--- config.mk ---
export PLATFORM = sky130hd
export DESIGN_NAME = kline_block_link_engine_top
export DESIGN_NICKNAME = d
export VERILOG_FILES = /design/src/hw/rtl/klbe_pkg.sv /design/src/hw/rtl/klbe_front.sv /design/src/hw/rtl/klbe_back.sv /design/src/hw/rtl/kline_block_link_engine_top.sv
export SDC_FILE = /design/constraint.sdc
export NUM_CORES = 1
export LEC_CHECK = 0
export ABC_CLOCK_PERIOD_IN_PS = 6600
export BUFFER_PORTS_ARGS = -buffer_cell sky130_fd_sc_hd__buf_2
export CORE_MARGIN = 8
export CORE_UTILIZATION = 58
export CTS_CLUSTER_SIZE = 25
export DETAILED_ROUTE_END_ITERATION = 16
export PLACE_DENSITY = 0.87
export SLEW_MARGIN = 40
export SYNTH_ARGS = -nofsm -noshare
export SYNTH_HDL_FRONTEND = slang
export SYNTH_SLANG_ARGS = --single-unit
--- constraint.sdc ---
create_clock -name clk -period 6.6 [get_ports clk]
set_input_delay 0 -clock clk [delete_from_list [all_inputs] [get_ports clk]]
set_output_delay 0 -clock clk [all_outputs]
set_load 0.005 [all_outputs]
--- src/hw/rtl/klbe_pkg.sv ---
// Shared types and constants of the K-line block link engine.
package klbe_pkg;

	localparam int unsigned TIMEOUT_RESET = 1000;
	localparam int unsigned MAX_LEN_RESET = 64;
	localparam int unsigned QUEUE_DEPTH   = 2;

	localparam logic [7:0] BYTE_IDLE  = 8'hFF;
	localparam logic [7:0] SYNC_BYTE0 = 8'h55;
	localparam logic [7:0] SYNC_BYTE1 = 8'h01;
	localparam logic [7:0] SYNC_BYTE2 = 8'h8A;

	localparam logic CFG_TIMEOUT = 1'b0;
	localparam logic CFG_MAX_LEN = 1'b1;

	typedef enum logic [2:0] {
		KIND_RX_BYTE    = 3'd0,
		KIND_TX_BYTE    = 3'd1,
		KIND_TICK       = 3'd2,
		KIND_SYNC       = 3'd3,
		KIND_DISCONNECT = 3'd4
	} kind_t;

	typedef enum logic [2:0] {
		ST_NONE    = 3'd0,
		ST_BLOCK   = 3'd1,
		ST_SYNC    = 3'd2,
		ST_TIMEOUT = 3'd3,
		ST_DATA    = 3'd4
	} status_t;

	typedef enum logic [2:0] {
		PH_IDLE, PH_SYNC, PH_READY, PH_RECV, PH_WAIT_ACK, PH_SEND_MID
	} phase_t;

	// Classified operation handed from the front to the back.
	typedef enum logic [2:0] {
		OP_NOP, OP_LINE, OP_SEND, OP_TICK, OP_START, OP_DROP
	} op_t;

	typedef struct packed {
		op_t        op;
		logic [7:0] data;
		logic       last;
	} cmd_t;

	typedef struct packed {
		logic       tx_valid;
		logic [7:0] tx_byte;
		logic       rx_valid;
		logic [7:0] rx_byte;
		logic       rx_last;
		logic [2:0] status;
		logic       link_up;
		logic [7:0] block_count;
		logic [15:0] timeout_errors;
		logic [15:0] data_errors;
	} result_t;

endpackage

--- src/hw/rtl/klbe_front.sv ---
// Front end: takes input beats, classifies them and queues the commands.
module klbe_front import klbe_pkg::*; #(
	parameter int unsigned DEPTH = QUEUE_DEPTH
) (
	input  logic       clk,
	input  logic       arst_n,
	input  logic       in_valid,
	output logic       in_stall,
	input  logic [2:0] kind,
	input  logic [7:0] data,
	input  logic       last,
	output logic       cmd_valid,
	input  logic       cmd_take,
	output cmd_t       cmd
);

	localparam int unsigned AW = (DEPTH > 1) ? $clog2(DEPTH) : 1;

	cmd_t          mem_q [DEPTH];
	logic [AW-1:0] wr_q, rd_q;
	logic [AW:0]   cnt_q;
	cmd_t          cls;
	logic          push, pop;

	always_comb begin
		cls.data = data;
		cls.last = last;
		unique case (kind)
			KIND_RX_BYTE:    cls.op = (data == BYTE_IDLE) ? OP_NOP : OP_LINE;
			KIND_TX_BYTE:    cls.op = OP_SEND;
			KIND_TICK:       cls.op = OP_TICK;
			KIND_SYNC:       cls.op = OP_START;
			KIND_DISCONNECT: cls.op = OP_DROP;
			default:         cls.op = OP_NOP;
		endcase
	end

	assign in_stall  = (cnt_q == (AW+1)'(DEPTH));
	assign push      = in_valid && !in_stall;
	assign cmd_valid = (cnt_q != '0);
	assign pop       = cmd_valid && cmd_take;
	assign cmd       = mem_q[rd_q];

	always_ff @(posedge clk) begin
		if (push) mem_q[wr_q] <= cls;
	end

	always_ff @(posedge clk or negedge arst_n) begin
		if (!arst_n) begin
			wr_q  <= '0;
			rd_q  <= '0;
			cnt_q <= '0;
		end else begin
			if (push) wr_q <= (wr_q == AW'(DEPTH-1)) ? '0 : wr_q + 1'b1;
			if (pop)  rd_q <= (rd_q == AW'(DEPTH-1)) ? '0 : rd_q + 1'b1;
			cnt_q <= cnt_q + (AW+1)'(push) - (AW+1)'(pop);
		end
	end

endmodule

--- src/hw/rtl/klbe_back.sv ---
// Back end: link state machine, counters and the registered result beat.
module klbe_back import klbe_pkg::*; (
	input  logic        clk,
	input  logic        arst_n,
	input  logic        cmd_valid,
	output logic        cmd_take,
	input  cmd_t        cmd,
	input  logic [15:0] timeout_ms,
	input  logic [7:0]  max_block_len,
	output logic        res_valid,
	input  logic        res_stall,
	output result_t     res
);

	phase_t      phase_q, phase_d;
	logic        link_q, link_d, skip_q, skip_d;
	logic [7:0]  ctr_q, ctr_d, pend_q, pend_d;
	logic [8:0]  size_q, size_d, idx_q, idx_d;
	logic [15:0] sil_q, sil_d, tto_q, tto_d, tdat_q, tdat_d;
	result_t     r;
	logic        fire, valid_q;
	result_t     res_q;
	logic [8:0]  i, ni;
	logic [15:0] sil_inc, tmo;
	logic [7:0]  sync_exp;

	assign cmd_take  = cmd_valid && (!valid_q || !res_stall);
	assign fire      = cmd_take;
	assign res_valid = valid_q;
	assign res       = res_q;

	always_comb begin
		phase_d = phase_q; link_d = link_q; skip_d = skip_q; ctr_d = ctr_q;
		pend_d = pend_q; size_d = size_q; idx_d = idx_q; sil_d = sil_q;
		tto_d = tto_q; tdat_d = tdat_q;
		r = '0;
		i = '0; ni = '0;
		sil_inc = sil_q + ((sil_q != 16'hFFFF) ? 16'd1 : 16'd0);
		tmo = (timeout_ms == '0) ? 16'd1 : timeout_ms;
		unique case (idx_q[1:0])
			2'd0:    sync_exp = SYNC_BYTE0;
			2'd1:    sync_exp = SYNC_BYTE1;
			default: sync_exp = SYNC_BYTE2;
		endcase
		unique case (cmd.op)
			OP_LINE: begin
				sil_d = '0;
				if (skip_q) begin
					skip_d = 1'b0;
				end else if (phase_q == PH_SYNC) begin
					if (idx_q > 9'd2 || cmd.data != sync_exp) begin
						r.status = ST_DATA;
					end else if (idx_q == 9'd2) begin
						r.tx_valid = 1'b1; r.tx_byte = ~cmd.data; skip_d = 1'b1;
						link_d = 1'b1; phase_d = PH_READY; idx_d = '0; r.status = ST_SYNC;
					end else begin
						idx_d = idx_q + 9'd1;
					end
				end else if (phase_q == PH_READY || phase_q == PH_RECV) begin
					i  = (phase_q == PH_READY) ? 9'd0 : idx_q;
					ni = i + 9'd1;
					if ((i == 9'd0 && ({1'b0, cmd.data} + 9'd1) > {1'b0, max_block_len})
					    || (i == 9'd1 && cmd.data != ctr_q)) begin
						r.status = ST_DATA;
					end else begin
						if (i == 9'd0) size_d = {1'b0, cmd.data} + 9'd1;
						r.rx_valid = 1'b1; r.rx_byte = cmd.data;
						if (ni >= size_d) begin
							r.rx_last = 1'b1; ctr_d = ctr_q + 8'd1; phase_d = PH_READY;
							idx_d = '0; r.status = ST_BLOCK;
						end else begin
							idx_d = ni; phase_d = PH_RECV; r.tx_valid = 1'b1;
							r.tx_byte = ~cmd.data; skip_d = 1'b1;
						end
					end
				end else if (phase_q == PH_WAIT_ACK) begin
					if (cmd.data == ~pend_q) phase_d = PH_SEND_MID;
					else r.status = ST_DATA;
				end
			end
			OP_SEND: begin
				if (phase_q == PH_READY || phase_q == PH_SEND_MID) begin
					r.tx_valid = 1'b1; r.tx_byte = cmd.data; skip_d = 1'b1;
					if (cmd.last) begin
						ctr_d = ctr_q + 8'd1; phase_d = PH_READY; idx_d = '0;
						r.status = ST_BLOCK;
					end else begin
						pend_d = cmd.data; phase_d = PH_WAIT_ACK; sil_d = '0;
					end
				end
			end
			OP_TICK: begin
				if (phase_q == PH_SYNC || phase_q == PH_RECV || phase_q == PH_WAIT_ACK) begin
					sil_d = sil_inc;
					if (sil_inc >= tmo) begin
						r.status = ST_TIMEOUT;
						if (tto_q != 16'hFFFF) tto_d = tto_q + 16'd1;
					end
				end
			end
			OP_START: begin
				phase_d = PH_SYNC; link_d = 1'b0; skip_d = 1'b0; idx_d = '0;
				sil_d = '0; ctr_d = '0;
			end
			OP_DROP: begin
				phase_d = PH_IDLE; link_d = 1'b0; skip_d = 1'b0; idx_d = '0; sil_d = '0;
			end
			default: ;
		endcase
		// A data or timeout fault drops the link.
		if (r.status == ST_DATA || r.status == ST_TIMEOUT) begin
			phase_d = PH_IDLE; link_d = 1'b0; skip_d = 1'b0; idx_d = '0; sil_d = '0;
			if (r.status == ST_DATA && tdat_q != 16'hFFFF) tdat_d = tdat_q + 16'd1;
		end
		r.link_up = link_d; r.block_count = ctr_d;
		r.timeout_errors = tto_d; r.data_errors = tdat_d;
	end

	always_ff @(posedge clk) begin
		if (fire) res_q <= r;
	end

	always_ff @(posedge clk or negedge arst_n) begin
		if (!arst_n) begin
			phase_q <= PH_IDLE; link_q <= 1'b0; skip_q <= 1'b0; ctr_q <= '0;
			pend_q <= '0; size_q <= '0; idx_q <= '0; sil_q <= '0;
			tto_q <= '0; tdat_q <= '0; valid_q <= 1'b0;
		end else begin
			if (fire) begin
				phase_q <= phase_d; link_q <= link_d; skip_q <= skip_d; ctr_q <= ctr_d;
				pend_q <= pend_d; size_q <= size_d; idx_q <= idx_d; sil_q <= sil_d;
				tto_q <= tto_d; tdat_q <= tdat_d;
			end
			if (fire) valid_q <= 1'b1;
			else if (!res_stall) valid_q <= 1'b0;
		end
	end

endmodule

--- src/hw/rtl/kline_block_link_engine_top.sv ---
// Top level of the K-line block link engine.
// The engine runs the byte-level block link: it syncs on 0x55 0x01 0x8A, receives and sends
// blocks with complement acknowledges, drops echoes of its own bytes and the idle byte 0xFF,
// and counts timeout and data errors. Each input beat yields exactly one result beat. A beat
// passes a front classifier into a two-entry command queue; the back end does one state update
// per cycle unless the output stalls, so one beat is taken each clock when nothing stalls;
// a beat is held in the queue, then its result in the output register. Configuration writes
// are always ready and should be made only while the engine is idle.
module kline_block_link_engine_top import klbe_pkg::*; #(
	parameter int unsigned DEPTH = QUEUE_DEPTH
) (
	input  logic        clk,
	input  logic        arst_n,
	input  logic        cfg_valid,
	output logic        cfg_ready,
	input  logic        cfg_index,
	input  logic [15:0] cfg_data,
	input  logic        in_valid,
	output logic        in_stall,
	input  logic [2:0]  kind,
	input  logic [7:0]  data,
	input  logic        last,
	output logic        out_valid,
	input  logic        out_stall,
	output logic        tx_valid,
	output logic [7:0]  tx_byte,
	output logic        rx_valid,
	output logic [7:0]  rx_byte,
	output logic        rx_last,
	output logic [2:0]  status,
	output logic        link_up,
	output logic [7:0]  block_count,
	output logic [15:0] timeout_errors,
	output logic [15:0] data_errors
);

	logic [15:0] timeout_q;
	logic [7:0]  max_len_q;
	logic        cmd_valid, cmd_take;
	cmd_t        cmd;
	result_t     res;

	assign cfg_ready = 1'b1;

	// Register file: the index port is one bit, as there are only two registers.
	always_ff @(posedge clk or negedge arst_n) begin
		if (!arst_n) begin
			timeout_q <= 16'(TIMEOUT_RESET);
			max_len_q <= 8'(MAX_LEN_RESET);
		end else if (cfg_valid) begin
			if (cfg_index == CFG_TIMEOUT) timeout_q <= cfg_data;
			if (cfg_index == CFG_MAX_LEN) max_len_q <= cfg_data[7:0];
		end
	end

	klbe_front #(.DEPTH(DEPTH)) u_front (
		.clk, .arst_n, .in_valid, .in_stall, .kind, .data, .last,
		.cmd_valid, .cmd_take, .cmd
	);

	klbe_back u_back (
		.clk, .arst_n, .cmd_valid, .cmd_take, .cmd,
		.timeout_ms(timeout_q), .max_block_len(max_len_q),
		.res_valid(out_valid), .res_stall(out_stall), .res
	);

	assign tx_valid       = res.tx_valid;
	assign tx_byte        = res.tx_byte;
	assign rx_valid       = res.rx_valid;
	assign rx_byte        = res.rx_byte;
	assign rx_last        = res.rx_last;
	assign status         = res.status;
	assign link_up        = res.link_up;
	assign block_count    = res.block_count;
	assign timeout_errors = res.timeout_errors;
	assign data_errors    = res.data_errors;

endmodule
; Word level (Yosys, flattened, before mapping)
; Memory sizes are Yosys's and may differ from the RTL's.
; Cells that the tools add are included.
[totals]
output_inout_bits = 66
elab_cells = 228
reg_bits = 179
ram_bits = 24
memories = 1
input_bits = 34
[mem_list]
columns = name, depth, word_bits, rd, rd_clocked_by_memory_dff, write_ports, line
row1 = u_front.mem_q, 2, 12, 1, 0, 1, klbe_front.sv:19  ; cmd_t mem_q [DEPTH];
[op_classes]
n_reduce_logical = 37
n_lt_le_gt_ge = 4
mux = 100
add_sub_neg = 11
eq_ne = 40
bitwise = 9
[ops]
columns = cell, n
row1 = $mux 9, 22
row2 = $mux 16, 11
row3 = $mux 3, 19
row4 = $mux 8, 7
row5 = $ne 16x16->1 const B, 3
row6 = $pmux 16 s3, 1
row7 = $mux 19, 2
row8 = $add 16x1->16 const B, 2
row9 = $pmux 9 s3, 1
row10 = $mux 1, 24
row11 = $pmux 8 s3, 1
row12 = $mux 22, 1
row13 = $eq 3x2->1 const B, 7
row14 = $add 9x1->9 const B, 2
row15 = $eq 3x3->1 const B, 6
row16 = $pmux 9 s2, 1
row17 = $add 16x16->16, 1
row18 = $ge 16x16->1, 1
row19 = $logic_not 16->1, 1
row20 = $ne 8x8->1, 2
row21 = $not 8->8, 2
row22 = $pmux 8 s2, 1
row23 = $pmux 3 s5, 1
row24 = $pmux 3 s4, 1
row25 = other kinds (51), 81

; Logic depth before layout (Yosys ltp)
; Gate-level depths: netlist (run 1).
[depth]
word_depth = 21
depth_mapped = 22
ltp_nobuf = 20

; Hierarchy
; A second synthesis (run 1) with hierarchy kept.
[unflattened]
hier_cells = 1022
hier_area_um2 = 11063.1
[modules_own_cells]
columns = module, n_inst, area_per_inst_um2, cells_each
row1 = klbe_back, 1, 8969.9, 902
row2 = klbe_front, 1, 1128.6, 66
row3 = kline_block_link_engine_top, 1, 964.7, 54

; Worst setup path after synthesis (run 1)
; No wires, ideal clock.
[synth_timing]
path_kind = reg2reg
startpoint = reg u_back.phase_q[2]
endpoint = reg u_back.res_q (netlist bit u_back.res[38]), data pin
t_arrival_ns = 4.415
slack_ns = 1.926
stages_incl_launch_ff = 21
required_time_ns = 6.341
setup_time_ns = 0.259
path_buffers = 4
path_cell_list = dfrtp_1 > clkbuf_1 > or3b_1 > clkbuf_1 > nand2_1 > ha_1 > or4b_2 > o22a_1 > buf_1 > nand2_1 > o21ai_0 > ha_1 > nand2b_1 > a21o_1 > a21oi_1 > o21ai_0 > and4_1 > clkbuf_1 > a41oi_1 > o21a_1 > a211o_1
[synth_between]
elab_chain_len = 16
word_cells_on_any_way = 27
cone_classes = 1 x add/sub / 1 x order compare / 5 x eq/ne / 14 x mux / 6 x reduce/logical
[synth_lines]
columns = item, line
row1 = start: declaration, klbe_back.sv:15  ; phase_t phase_q, phase_d;
row2 = start signal: assignment, klbe_back.sv:130  ; phase_q <= phase_d; link_q <= link_d; skip_q <= skip_d; ctr_q <= ctr_d;
row3 = $eq 3x2->1, "klbe_back.sv:59, klbe_back.sv:60, klbe_back.sv:82"
row4 = $mux 9, klbe_back.sv:60  ; i = (phase_q == PH_READY) ? 9'd0 : idx_q;
row5 = $logic_not 9->1, "klbe_back.sv:62, klbe_back.sv:66"
row6 = $mux 9, klbe_back.sv:66  ; if (i == 9'd0) size_d = {1'b0, cmd.data} + 9'd1;
row7 = $mux 9, klbe_back.sv:62  ; if ((i == 9'd0 && ({1'b0, cmd.data} + 9'd1) > {1'b0, max_block_len})
row8 = $mux 9, klbe_back.sv:59  ; end else if (phase_q == PH_READY || phase_q == PH_RECV) begin
row9 = $mux 9, klbe_back.sv:50  ; end else if (phase_q == PH_SYNC) begin
row10 = $mux 9, klbe_back.sv:48  ; if (skip_q) begin
row11 = $mux 9, klbe_back.sv:45  ; unique case (cmd.op)
row12 = $ge 9x9->1, klbe_back.sv:68  ; if (ni >= size_d) begin
row13 = $mux 8, klbe_back.sv:68
row14 = $mux 8, klbe_back.sv:62
row15 = $mux 8, klbe_back.sv:59
row16 = $mux 8, klbe_back.sv:50
row17 = $mux 8, klbe_back.sv:48
row18 = $pmux 8 s3 (*), klbe_back.sv:45
row19 = named net u_back.ctr_d[6], klbe_back.sv:17  ; logic [7:0] ctr_q, ctr_d, pend_q, pend_d;
row20 = end signal: assignment, klbe_back.sv:120  ; if (fire) res_q <= r;
row21 = end: declaration, klbe_back.sv:22  ; result_t res_q;
; The timed path passes the listed nets; every way through them passes the cells marked *. The select of a mux whose other input is x is not followed.
; A chain may end at the register's enable or synchronous reset.

; Final worst setup path (run 1)
[layout_timing]
startpoint = reg u_back.phase_q[2]
endpoint = reg u_back.ctr_q[5]
[layout_between]
elab_chain_len = 16
word_cells_on_any_way = 27
cone_classes = 1 x add/sub / 1 x order compare / 5 x eq/ne / 14 x mux / 6 x reduce/logical
[layout_lines]
columns = item, line
row1 = $eq 3x2->1, "klbe_back.sv:59, klbe_back.sv:60, klbe_back.sv:82"
row2 = $mux 9, klbe_back.sv:60
row3 = $logic_not 9->1, "klbe_back.sv:62, klbe_back.sv:66"
row4 = $mux 9, klbe_back.sv:66
row5 = $mux 9, klbe_back.sv:62
row6 = $mux 9, klbe_back.sv:59
row7 = $mux 9, klbe_back.sv:50
row8 = $mux 9, klbe_back.sv:48
row9 = $mux 9, klbe_back.sv:45
row10 = $ge 9x9->1, klbe_back.sv:68
row11 = $mux 8, klbe_back.sv:68
row12 = $mux 8, klbe_back.sv:62
row13 = $mux 8, klbe_back.sv:59
row14 = $mux 8, klbe_back.sv:50
row15 = $mux 8, klbe_back.sv:48
row16 = $pmux 8 s3 (*), klbe_back.sv:45
row17 = end signal: assignment, klbe_back.sv:130
row18 = end: declaration, klbe_back.sv:17
; Every way passes the cells marked *; elsewhere a longest branch is shown, timed or not. The select of a mux whose other input is x is not followed.

==> reports/qor.txt, run 1 <==
Max-cap viol count - 0
Clock skew - 0.0100 ns
Netlist cell types - 83
Die area - 24,000 um2
Cell with the most instances after synthesis - dfrtp_1
PostCTS Resize Cnt - 0
GRT overflow - 0
Die W - 155 um
Hold Vio Cnt, Final - 0
Net Sw Frac - 0.369
WL final - 27,400 um
Final min period - 5.39 ns
Die Ht - 155 um
Worst slew pin tran - 0.755 ns
Largest net degree at the start of global routing - 71
Placed cells - 1,392
Post-DRT Antenna Nets - 0
CTS sink count - 203
Finished Layout Cells - 1,490
Count of pins over their slew limit - 0
Starting DRT DRC Count - 582
Cell area after synthesis - 11,200 um2
Share of the synthesized area in the top cell type - 0.243
Share of cells above drive strength 1 - 0.169
Comb pwr share - 0.364
Worst path cell trace - or3b_1 -> nand2_1 -> ha_1 -> or4b_2 -> o22a_1 -> nor4b_2 -> a21oi_1 -> ha_1 -> nor4_1 -> nand2_1 -> a31oi_1 -> o21ai_0 -> nand4_1 -> inv_1 -> a21oi_1 -> nor2_1 -> a221o_1
CP max stage delay - 0.59 ns
Setup TNS - 0 ns
Part of the cycle the worst path needs - 0.817
Crit path DAT - 5.78 ns
CTS clk-pin slew, worst paths - 0.06 ns
Dpl hpwl - 19,000 um
Initial core utilization - 0.584
Post-Syn Instances - 1,062
Area of the multi-input gates - 5330 um2
Register area - 5520 um2
Design area - 13,200 um2
Post-synthesis sequential area ratio - 0.492
Run status - complete, no violations
CP max-delay cell - or4b_2
Final #Nets - 1,292
Leading area contributor after synthesis - dfrtp_1
GR Util All Layers - 0.230
I/O pin count - 100
Fmax - 185 MHz
Wire length per cell - 18.4 um
CP Buf/Inv Count - 1
Int Pwr - 2940 uW
DRC violations left - 0
HP Class - input pin to register
CTS Buf Count - 21
CTS Root Cell - clkbuf_16
Critical Path Sink Type - register
WP data required - 6.99 ns
Core area - 19,200 um2
FF+latch count, synth - 203
CTS tree - built
Syn Nets - 1,144
Skew-Pair Late Insertion Delay - 0.51 ns
RSZ-0062 raised after global routing - no
Placed Area - 11,900 um2
Crit path setup slack, layout - 1.21 ns
Crit path max fanout - 12
Ant diodes - 0
Max transition margin - 0.494
Post-CTS setup buffers - 0
Top_reg_cell synth - dfrtp_1
Pre-CTS setup slack - 1.34 ns
Vias - 8,872
# hold bufs at CTS - 59
P per Cell Area - 353 nW/um2
Drt pass-1 iters - 5
Mean Syn Cell Area - 10.6 um2
Clock Power Share - 0.250
Asr flop ratio synth - 0.571
Placer Congestion - 0.911
Worst VDD drop - 0.234 mV
First-pass GRT wire length - 45,300 um
Clock buffer depth - 3
Number of global-route vias before repair - 9,052
Fill count - 1,406
Synth warnings - 0
Synth area leaders - dfrtp_1 (24%), edfxtp_1 (23%), xnor2_1 (5.9%), ha_1 (5.4%), nand2_1 (3.2%)
H-tree depth - 1
CP Launch Type - register
Power share of the sequential group - 0.386
IO Port Bufs - 98
Vias per std cell - 5.95
Layout area overhead - 17.7%
Post-synth EDFFs - 87
Setup violators final - 0
Leakage power - 0.00577 uW
Initial antenna violation count - 0
Floorplan row count - 51
Net switching power - 1720 uW
Top delay family on crit path - simple AND/OR/NAND/NOR gates
CP Class - register to register
Post-synth top cells - dfrtp_1 (109), nand2_1 (96), edfxtp_1 (87)
==> registers in the layout, indices dropped and copies added, names as in the netlist, 2 cells and up <==
| register | count |
|---|---|
| u_back.size_q | 9 |
| u_back.pend_q | 8 |
| u_back.sil_q | 16 |
| u_back.res | 63 |
| u_back.phase_q | 3 |
| timeout_q | 16 |
| u_back.idx_q | 9 |
| u_front.cnt_q | 2 |
| u_back.tdat_q | 16 |
| max_len_q | 8 |
| u_back.tto_q | 16 |
| u_front.mem_q | 24 |
| u_back.ctr_q | 8 |
==> metal layers <==
metal  track usage  vias up  share of wire
met5             0        -              0
met4        0.0868        0          0.031
met3        0.0388       73          0.069
met2         0.396      335           0.49
met1         0.286     4322           0.41
li1              -     4142              -
==> worst register-to-register path, cell delays in order (launching register included) <==
cell,delay (ns)
dfrtp_1,0.47
or3b_1,0.53
nand2_1,0.18
ha_1,0.18
or4b_2,0.59
o22a_1,0.41
nor4b_2,0.45
a21oi_1,0.12
ha_1,0.26
nor4_1,0.23
nand2_1,0.07
a31oi_1,0.13
o21ai_0,0.27
nand4_1,0.35
inv_1,0.09
a21oi_1,0.43
nor2_1,0.14
a221o_1,0.38
==> through the flow <==
step / hold slack [ns] / util / total power (uW)
floorplan: -0.296 / - / 2950
global placement: 0.0560 / 0.620 / 3390
detailed placement: 0.0653 / 0.620 / 3430
CTS: 0.00345 / 0.686 / 4640
global route: 0.0583 / 0.687 / 4920
finish: 0.0190 / 0.687 / 4670
==> area by class of cell <==
type / count / area share
sequential: 203 / 0.418
multi-input combinational: 770 / 0.404
timing repair buffer: 165 / 0.0879
clock buffer: 27 / 0.0438
tap: 265 / 0.0251
inverter: 49 / 0.0140
clock inverter: 11 / 0.00720
==> kinds of logic (layout without fill, tap and decap cells) <==
| kind of cell | count (synthesis) | in the layout | synth area share |
|---|---|---|---|
| fa+ha+maj | 48 | 48 | 0.0535 |
| other cells | 1 | 1 | 0.000334 |
| xor+xnor | 103 | 103 | 0.0804 |
| simple gates | 371 | 371 | 0.168 |
| mux | 58 | 58 | 0.0616 |
| buf+inv | 89 | 252 | 0.0340 |
| compound gates | 189 | 189 | 0.109 |
| flops | 203 | 203 | 0.492 |
==> power groups by stage <==
| stage | logic (uW) | clock network [uW] | registers [uW] |
|---|---|---|---|
| after global routing | 1860 | 1230 | 1830 |
| after detailed placement | 1610 | 0 | 1820 |
| final | 1700 | 1160 | 1800 |
| after floorplan | 1150 | 0 | 1800 |
| after CTS | 1660 | 1170 | 1800 |
| after global placement | 1570 | 0 | 1810 |
==> path summary, 6_finish.rpt <==
check	depth (start not counted)	to	start	slack [ns]
worst max-delay path	17	u_back.ctr_q[5]$_DFFE_PN0P_	u_back.phase_q[2]$_DFFE_PN0P_	1.21
worst min-delay path	4	timeout_q[5]$_DFFE_PN1P_	cfg_valid	0.02
worst max register to register	17	u_back.ctr_q[5]$_DFFE_PN0P_	u_back.phase_q[2]$_DFFE_PN0P_	1.21
worst min register to register	1	u_back.tto_q[10]$_DFFE_PN0P_	u_back.tto_q[10]$_DFFE_PN0P_	0.51
max in group asynchronous	3	u_back.tdat_q[15]$_DFFE_PN0P_	arst_n	5.46
min in group asynchronous	2	timeout_q[10]$_DFFE_PN0P_	arst_n	0.06
==> cells in the final DEF (no fill, tap or decap), types with 29 or more instances in the layout <==
cell           Yosys  layout
dfrtp_1          109     109
inv_1             48      47
xnor2_1           75      75
nand4_1           32      32
a21oi_1           57      56
mux2_2            29      29
ha_1              48      48
nand3_1           44      44
buf_2              4      97
o21ai_0           50      50
edfxtp_1          87      87
dlygate4sd3_1      0      59
nor2_1            80      79
nand2_1           96      96
Note: power is estimated with default switching activity, not from simulation.
==> run 2: changes to the inputs <==
--- a/config.mk
+++ b/config.mk
@@ -5,7 +5,7 @@
 export SDC_FILE = /design/constraint.sdc
 export NUM_CORES = 1
 export LEC_CHECK = 0
-export ABC_CLOCK_PERIOD_IN_PS = 6600
+export ABC_CLOCK_PERIOD_IN_PS = 5350
 export BUFFER_PORTS_ARGS = -buffer_cell sky130_fd_sc_hd__buf_2
 export CORE_MARGIN = 8
 export CORE_UTILIZATION = 58
==> constraint.sdc (replaced) <==
create_clock -name clk -period 5.35 [get_ports clk]
set_input_delay 0 -clock clk [delete_from_list [all_inputs] [get_ports clk]]
set_output_delay 0 -clock clk [all_outputs]
set_load 0.005 [all_outputs]
==> reports/qor.txt, run 2 (synthesized netlist as in run 1, its figures left out) <==
Most frequent cells in the layout - dfrtp_1 (109), buf_2 (97), nand2_1 (96), edfxtp_1 (87), nor2_1 (79)
Final #Nets - 1,305
GRT overflow - 0
I/O pin count - 100
Max reg flops - 63
Starting DRT DRC Count - 807
CTS Buf Count - 22
Ant diodes - 0
Crit path setup slack, layout - 0.393 ns
Floorplan row count - 51
Run status - complete, no violations
Max transition margin - 0.466
DRC violations left - 0
R2R Path End - u_back.phase_q[1]$_DFFE_PN0P_
CTS tree - built
Drt pass-1 iters - 5
WP data required - 5.74 ns
Share of cells above drive strength 1 - 0.179
Final min period - 4.96 ns
Leakage power - 0.00586 uW
First-pass GRT wire length - 46,400 um
WHS Endpoint - timeout_q[7]$_DFFE_PN1P_
Crit path DAT - 5.35 ns
Post-CTS setup buffers - 0
Hold Path Stages - 3
Initial antenna violation count - 0
Final core utilization - 0.695
Initial core utilization - 0.584
Worst VDD drop - 0.235 mV
Design area - 13,400 um2
WL final - 28,400 um
Vias per std cell - 6.00
CP Class - register to register
Dpl hpwl - 19,200 um
GR Util All Layers - 0.237
H-tree depth - 1
Setup TNS - 0 ns
CTS clk-pin slew, worst paths - 0.07 ns
HP Class - input pin to register
Crit path max fanout - 10
Max-cap viol count - 0
Critical Path Sink Type - register
CTS Root Cell - clkbuf_16
Count of pins over their slew limit - 0
Number of global-route vias before repair - 9,016
IO Port Bufs - 98
Post-DRT Antenna Nets - 0
Layout area overhead - 19.0%
Commonest non-fill, non-tap cell in the layout - dfrtp_1
Fmax - 202 MHz
Die area - 24,000 um2
Reg2reg start - u_back.sil_q[10]$_DFFE_PN0P_
Worst reg-to-reg setup slack - 0.39 ns
Clock skew - 0.0181 ns
Placed Area - 12,000 um2
Die Ht - 155 um
CP Launch Type - register
Skew-Pair Late Insertion Delay - 0.51 ns
Hold path start - cfg_valid
Worst slew pin tran - 0.796 ns
CTS sink count - 203
Placer Congestion - 0.917
Hold Vio Cnt, Final - 0
Setup violators final - 0
Worst-case reg-to-reg path depth - 18
Largest net degree at the start of global routing - 71
Clock buffer depth - 3
Part of the cycle the worst path needs - 0.927
Core area - 19,200 um2
RSZ-0062 raised after global routing - no
Pre-CTS setup slack - 0.395 ns
Vias - 9,024
Die W - 155 um
P per Cell Area - 444 nW/um2
Worst hold margin - 0.0604 ns
Wire length per cell - 18.9 um
-- run 2: cell types whose count changed in the layout (fill, tap and decap cells not counted), moves of 2 or more --
cell,previous run,this run
buf_4,7,19
clkbuf_16,21,23
clkinv_1,2,0
inv_4,0,2
-- run 2: worst max-delay path by stage --
stage | startpoint | endpoint | slack (ns) | depth (start not counted)
after detailed placement | u_back.phase_q[2]$_DFFE_PN0P_ | u_back.ctr_q[5]$_DFFE_PN0P_ | 0.40 | 17
after global routing | u_back.sil_q[10]$_DFFE_PN0P_ | u_back.phase_q[1]$_DFFE_PN0P_ | 0.10 | 18
after global placement | u_back.phase_q[2]$_DFFE_PN0P_ | u_back.res[55]$_DFFE_PP_ | 0.49 | 16
after floorplan | u_back.phase_q[2]$_DFFE_PN0P_ | u_back.res[38]$_DFFE_PP_ | 0.68 | 20
after CTS | u_back.phase_q[2]$_DFFE_PN0P_ | u_back.ctr_q[5]$_DFFE_PN0P_ | 0.35 | 17
final | u_back.sil_q[10]$_DFFE_PN0P_ | u_back.phase_q[1]$_DFFE_PN0P_ | 0.39 | 18
-- run 2: worst max-delay path, stage by stage (launching register included) --
cell,delay (ns)
dfrtp_1,0.42
and3_1,0.22
nand3_1,0.11
nor3_1,0.05
nand4_1,0.08
ha_1,0.24
ha_1,0.26
nand3_1,0.15
nor2_1,0.25
nand3_1,0.21
xnor2_1,0.18
ha_1,0.31
nand4_1,0.12
a211oi_1,0.06
a2111o_1,0.46
a21o_1,0.28
or4_1,0.79
o21ai_4,0.28
mux2_2,0.35
-- run 2: final cells by class --
cell class	instances	area, um2
Tap cell	265	332
Clock inverter	12	133
Inverter	49	186
Clock buffer	28	614
Timing Repair Buffer	177	1240
Fill cell	1353	5850
Sequential cell	203	5520
Multi-Input combinational cell	770	5320
-- run 2: layer usage --
layer | up-vias | GRT usage | routed length, um
met4 | 0 | 0.0933 | 1030
li1 | 4170 | - | -
met3 | 83 | 0.0430 | 2130
met1 | 4357 | 0.296 | 11400
met2 | 414 | 0.401 | 13800
met5 | - | 0 | 0
-- run 2: timing repair --
action	4_1_cts	5_1_grt
setup endpoints to repair	0	1
hold endpoints to repair	120	0
gates resized for setup	0	1
hold buffers	60	0
-- run 2: metrics by stage --
stage / std cells / total power (uW)
after floorplan: 1062 / 3640
after global placement: 1404 / 4230
after detailed placement: 1404 / 4300
after CTS: 1504 / 5910
after global routing: 1504 / 6230
final: 1504 / 5930
-- run 2: power by group --
part | leakage [uW] | switching [uW] | internal [uW]
Sequential | 0.00239 | 220 | 2020
Combinational | 0.00311 | 1320 | 828
Clock | 0.000357 | 627 | 917
Total | 0.00586 | 2170 | 3760
==> run 3: changes to the inputs <==
--- a/config.mk
+++ b/config.mk
@@ -7,7 +7,7 @@
 export LEC_CHECK = 0
 export ABC_CLOCK_PERIOD_IN_PS = 5350
 export BUFFER_PORTS_ARGS = -buffer_cell sky130_fd_sc_hd__buf_2
-export CORE_MARGIN = 8
+export CORE_MARGIN = 2
 export CORE_UTILIZATION = 58
 export CTS_CLUSTER_SIZE = 25
 export DETAILED_ROUTE_END_ITERATION = 16
==> reports/qor.txt, run 3 (synthesized netlist as in run 1, its figures left out) <==
Share of cells above drive strength 1 - 0.178
Crit path DAT - 5.41 ns
Max reg flops - 63
HP Class - input pin to async pin
Drt pass-1 iters - 5
I/O pin count - 100
CP Launch Type - register
CTS clk-pin slew, worst paths - 0.06 ns
Dpl hpwl - 18,900 um
Worst-case reg-to-reg path depth - 18
Register area - 5520 um2
WL final - 27,800 um
Setup violators final - 0
Fmax - 199 MHz
Hold Vio Cnt, Final - 0
Vias - 8,889
Met2 GRT Util - 0.474
Fill count - 1,270
CTS sink count - 203
Leakage power - 0.00586 uW
Comb pwr share - 0.362
Core area - 18,800 um2
Net switching power - 2130 uW
Int Pwr - 3740 uW
Post-DRT Antenna Nets - 0
RSZ-0062 raised after global routing - no
Met1 usage in global routing - 0.362
Count of pins over their slew limit - 0
P per Cell Area - 441 nW/um2
CP max-delay cell - or4_1
Placer Congestion - 0.935
Ant diodes - 0
CP Class - register to register
Initial antenna violation count - 0
Vias per std cell - 5.93
Number of global-route vias before repair - 8,730
CTS tree - built
Wire length per cell - 18.5 um
Clock Power Share - 0.259
Die area - 20,500 um2
Part of the cycle the worst path needs - 0.938
Final min period - 5.02 ns
H-tree depth - 1
Reg2reg start - u_back.sil_q[10]$_DFFE_PN0P_
Crit path setup slack, layout - 0.330 ns
Setup TNS - 0 ns
Floorplan row count - 50
Largest net degree at the start of global routing - 53
Run status - complete, no violations
Top delay family on crit path - simple AND/OR/NAND/NOR gates
Max-cap viol count - 0
CP Buf/Inv Count - 0
CTS Buf Count - 22
Skew-Pair Late Insertion Delay - 0.51 ns
Max transition margin - 0.511
Final #Nets - 1,305
Critical Path Sink Type - register
Crit path max fanout - 10
IO Port Bufs - 98
Pre-CTS setup slack - 0.387 ns
Worst VDD drop - 0.278 mV
Die W - 143 um
Layout area overhead - 18.8%
R2R Path End - u_back.phase_q[1]$_DFFE_PN0P_
First-pass GRT wire length - 44,600 um
Met3 usage - 0.0429
Worst reg-to-reg setup slack - 0.33 ns
GR Util All Layers - 0.275
Global route hottest layer - met2
WP data required - 5.74 ns
Worst path cell trace - and3_1 -> nand3_1 -> nor3_1 -> nand4_1 -> ha_1 -> ha_1 -> nand3_1 -> nor2_1 -> nand3_1 -> xnor2_1 -> ha_1 -> nand4_1 -> a211oi_1 -> a2111o_1 -> a21o_1 -> or4_1 -> o21ai_4 -> mux2_2
Most frequent cells in the layout - dfrtp_1 (109), buf_2 (97), nand2_1 (96), edfxtp_1 (87), nor2_1 (79)
Die Ht - 143 um
Net Sw Frac - 0.363
Area of the multi-input gates - 5320 um2
Power share of the sequential group - 0.379
Initial core utilization - 0.596
Clock buffer depth - 3
Worst slew pin tran - 0.726 ns
DRC violations left - 0
CP max stage delay - 0.77 ns
CTS Root Cell - clkbuf_16
GRT overflow - 0
Clock skew - 0.0111 ns
Commonest non-fill, non-tap cell in the layout - dfrtp_1
Starting DRT DRC Count - 696
Worst path depth - 18
## run 3: changes by cell type in the layout (fill, tap and decap cells not counted), moves of 2 or more
cell / before / now
dlygate4sd3_1: 60 / 58
inv_4: 2 / 0
clkinv_1: 0 / 2
buf_4: 19 / 21
clkinv_4: 0 / 2
clkinvlp_4: 4 / 1
## run 3: final cells by class
| type | count | area share |
|---|---|---|
| Clock inverter | 12 | 0.00911 |
| Tap cell | 260 | 0.0244 |
| Sequential cell | 203 | 0.414 |
| Clock buffer | 28 | 0.0453 |
| Inverter | 49 | 0.0139 |
| Timing Repair Buffer | 177 | 0.0933 |
| Multi-Input combinational cell | 770 | 0.399 |
## run 3: power groups by stage
stage / logic (uW) / clock network [uW] / registers [uW]
finish: 2130 / 1520 / 2230
global route: 2340 / 1610 / 2260
CTS: 2100 / 1530 / 2220
detailed placement: 2040 / 0 / 2250
floorplan: 1420 / 0 / 2220
global placement: 1980 / 0 / 2230
## run 3: timing repair
item	4_1_cts	5_1_grt
resized for setup	0	1
hold endpoints to repair	102	0
hold buffers	58	0
buffers inserted	0	0
endpoints found under the setup margin	0	4
## run 3: per-layer routing
layer	routed length, um	up-vias
met5	0	-
met4	663	0
met3	1650	53
met2	13700	331
met1	11700	4344
li1	-	4161
## run 3: how the worst max path moves through the flow
stage,endpoint,from
after global placement,u_back.ctr_q[5]$_DFFE_PN0P_,u_back.phase_q[2]$_DFFE_PN0P_
final,u_back.phase_q[1]$_DFFE_PN0P_,u_back.sil_q[10]$_DFFE_PN0P_
after floorplan,u_back.res[38]$_DFFE_PP_,u_back.phase_q[2]$_DFFE_PN0P_
after global routing,u_back.ctr_q[5]$_DFFE_PN0P_,u_back.phase_q[2]$_DFFE_PN0P_
after CTS,u_back.ctr_q[5]$_DFFE_PN0P_,u_back.phase_q[2]$_DFFE_PN0P_
after detailed placement,u_back.ctr_q[5]$_DFFE_PN0P_,u_back.phase_q[2]$_DFFE_PN0P_
## run 3: stage by stage
| stage | instance area (um2) | instances | power (uW) | hold slack, ns | util |
|---|---|---|---|---|---|
| 6_report | 13300 | 1499 | 5880 | 0.0753 | 0.708 |
| 5_1_grt | 13300 | 1499 | 6210 | 0.148 | 0.708 |
| 4_1_cts | 13300 | 1499 | 5850 | 0.0992 | 0.708 |
| 3_5_place_dp | 12000 | 1401 | 4290 | 0.0824 | 0.638 |
| 3_3_place_gp | 12000 | 1400 | 4210 | 0.0727 | 0.637 |
| 2_1_floorplan | 11200 | 1062 | 3640 | -0.296 | - |
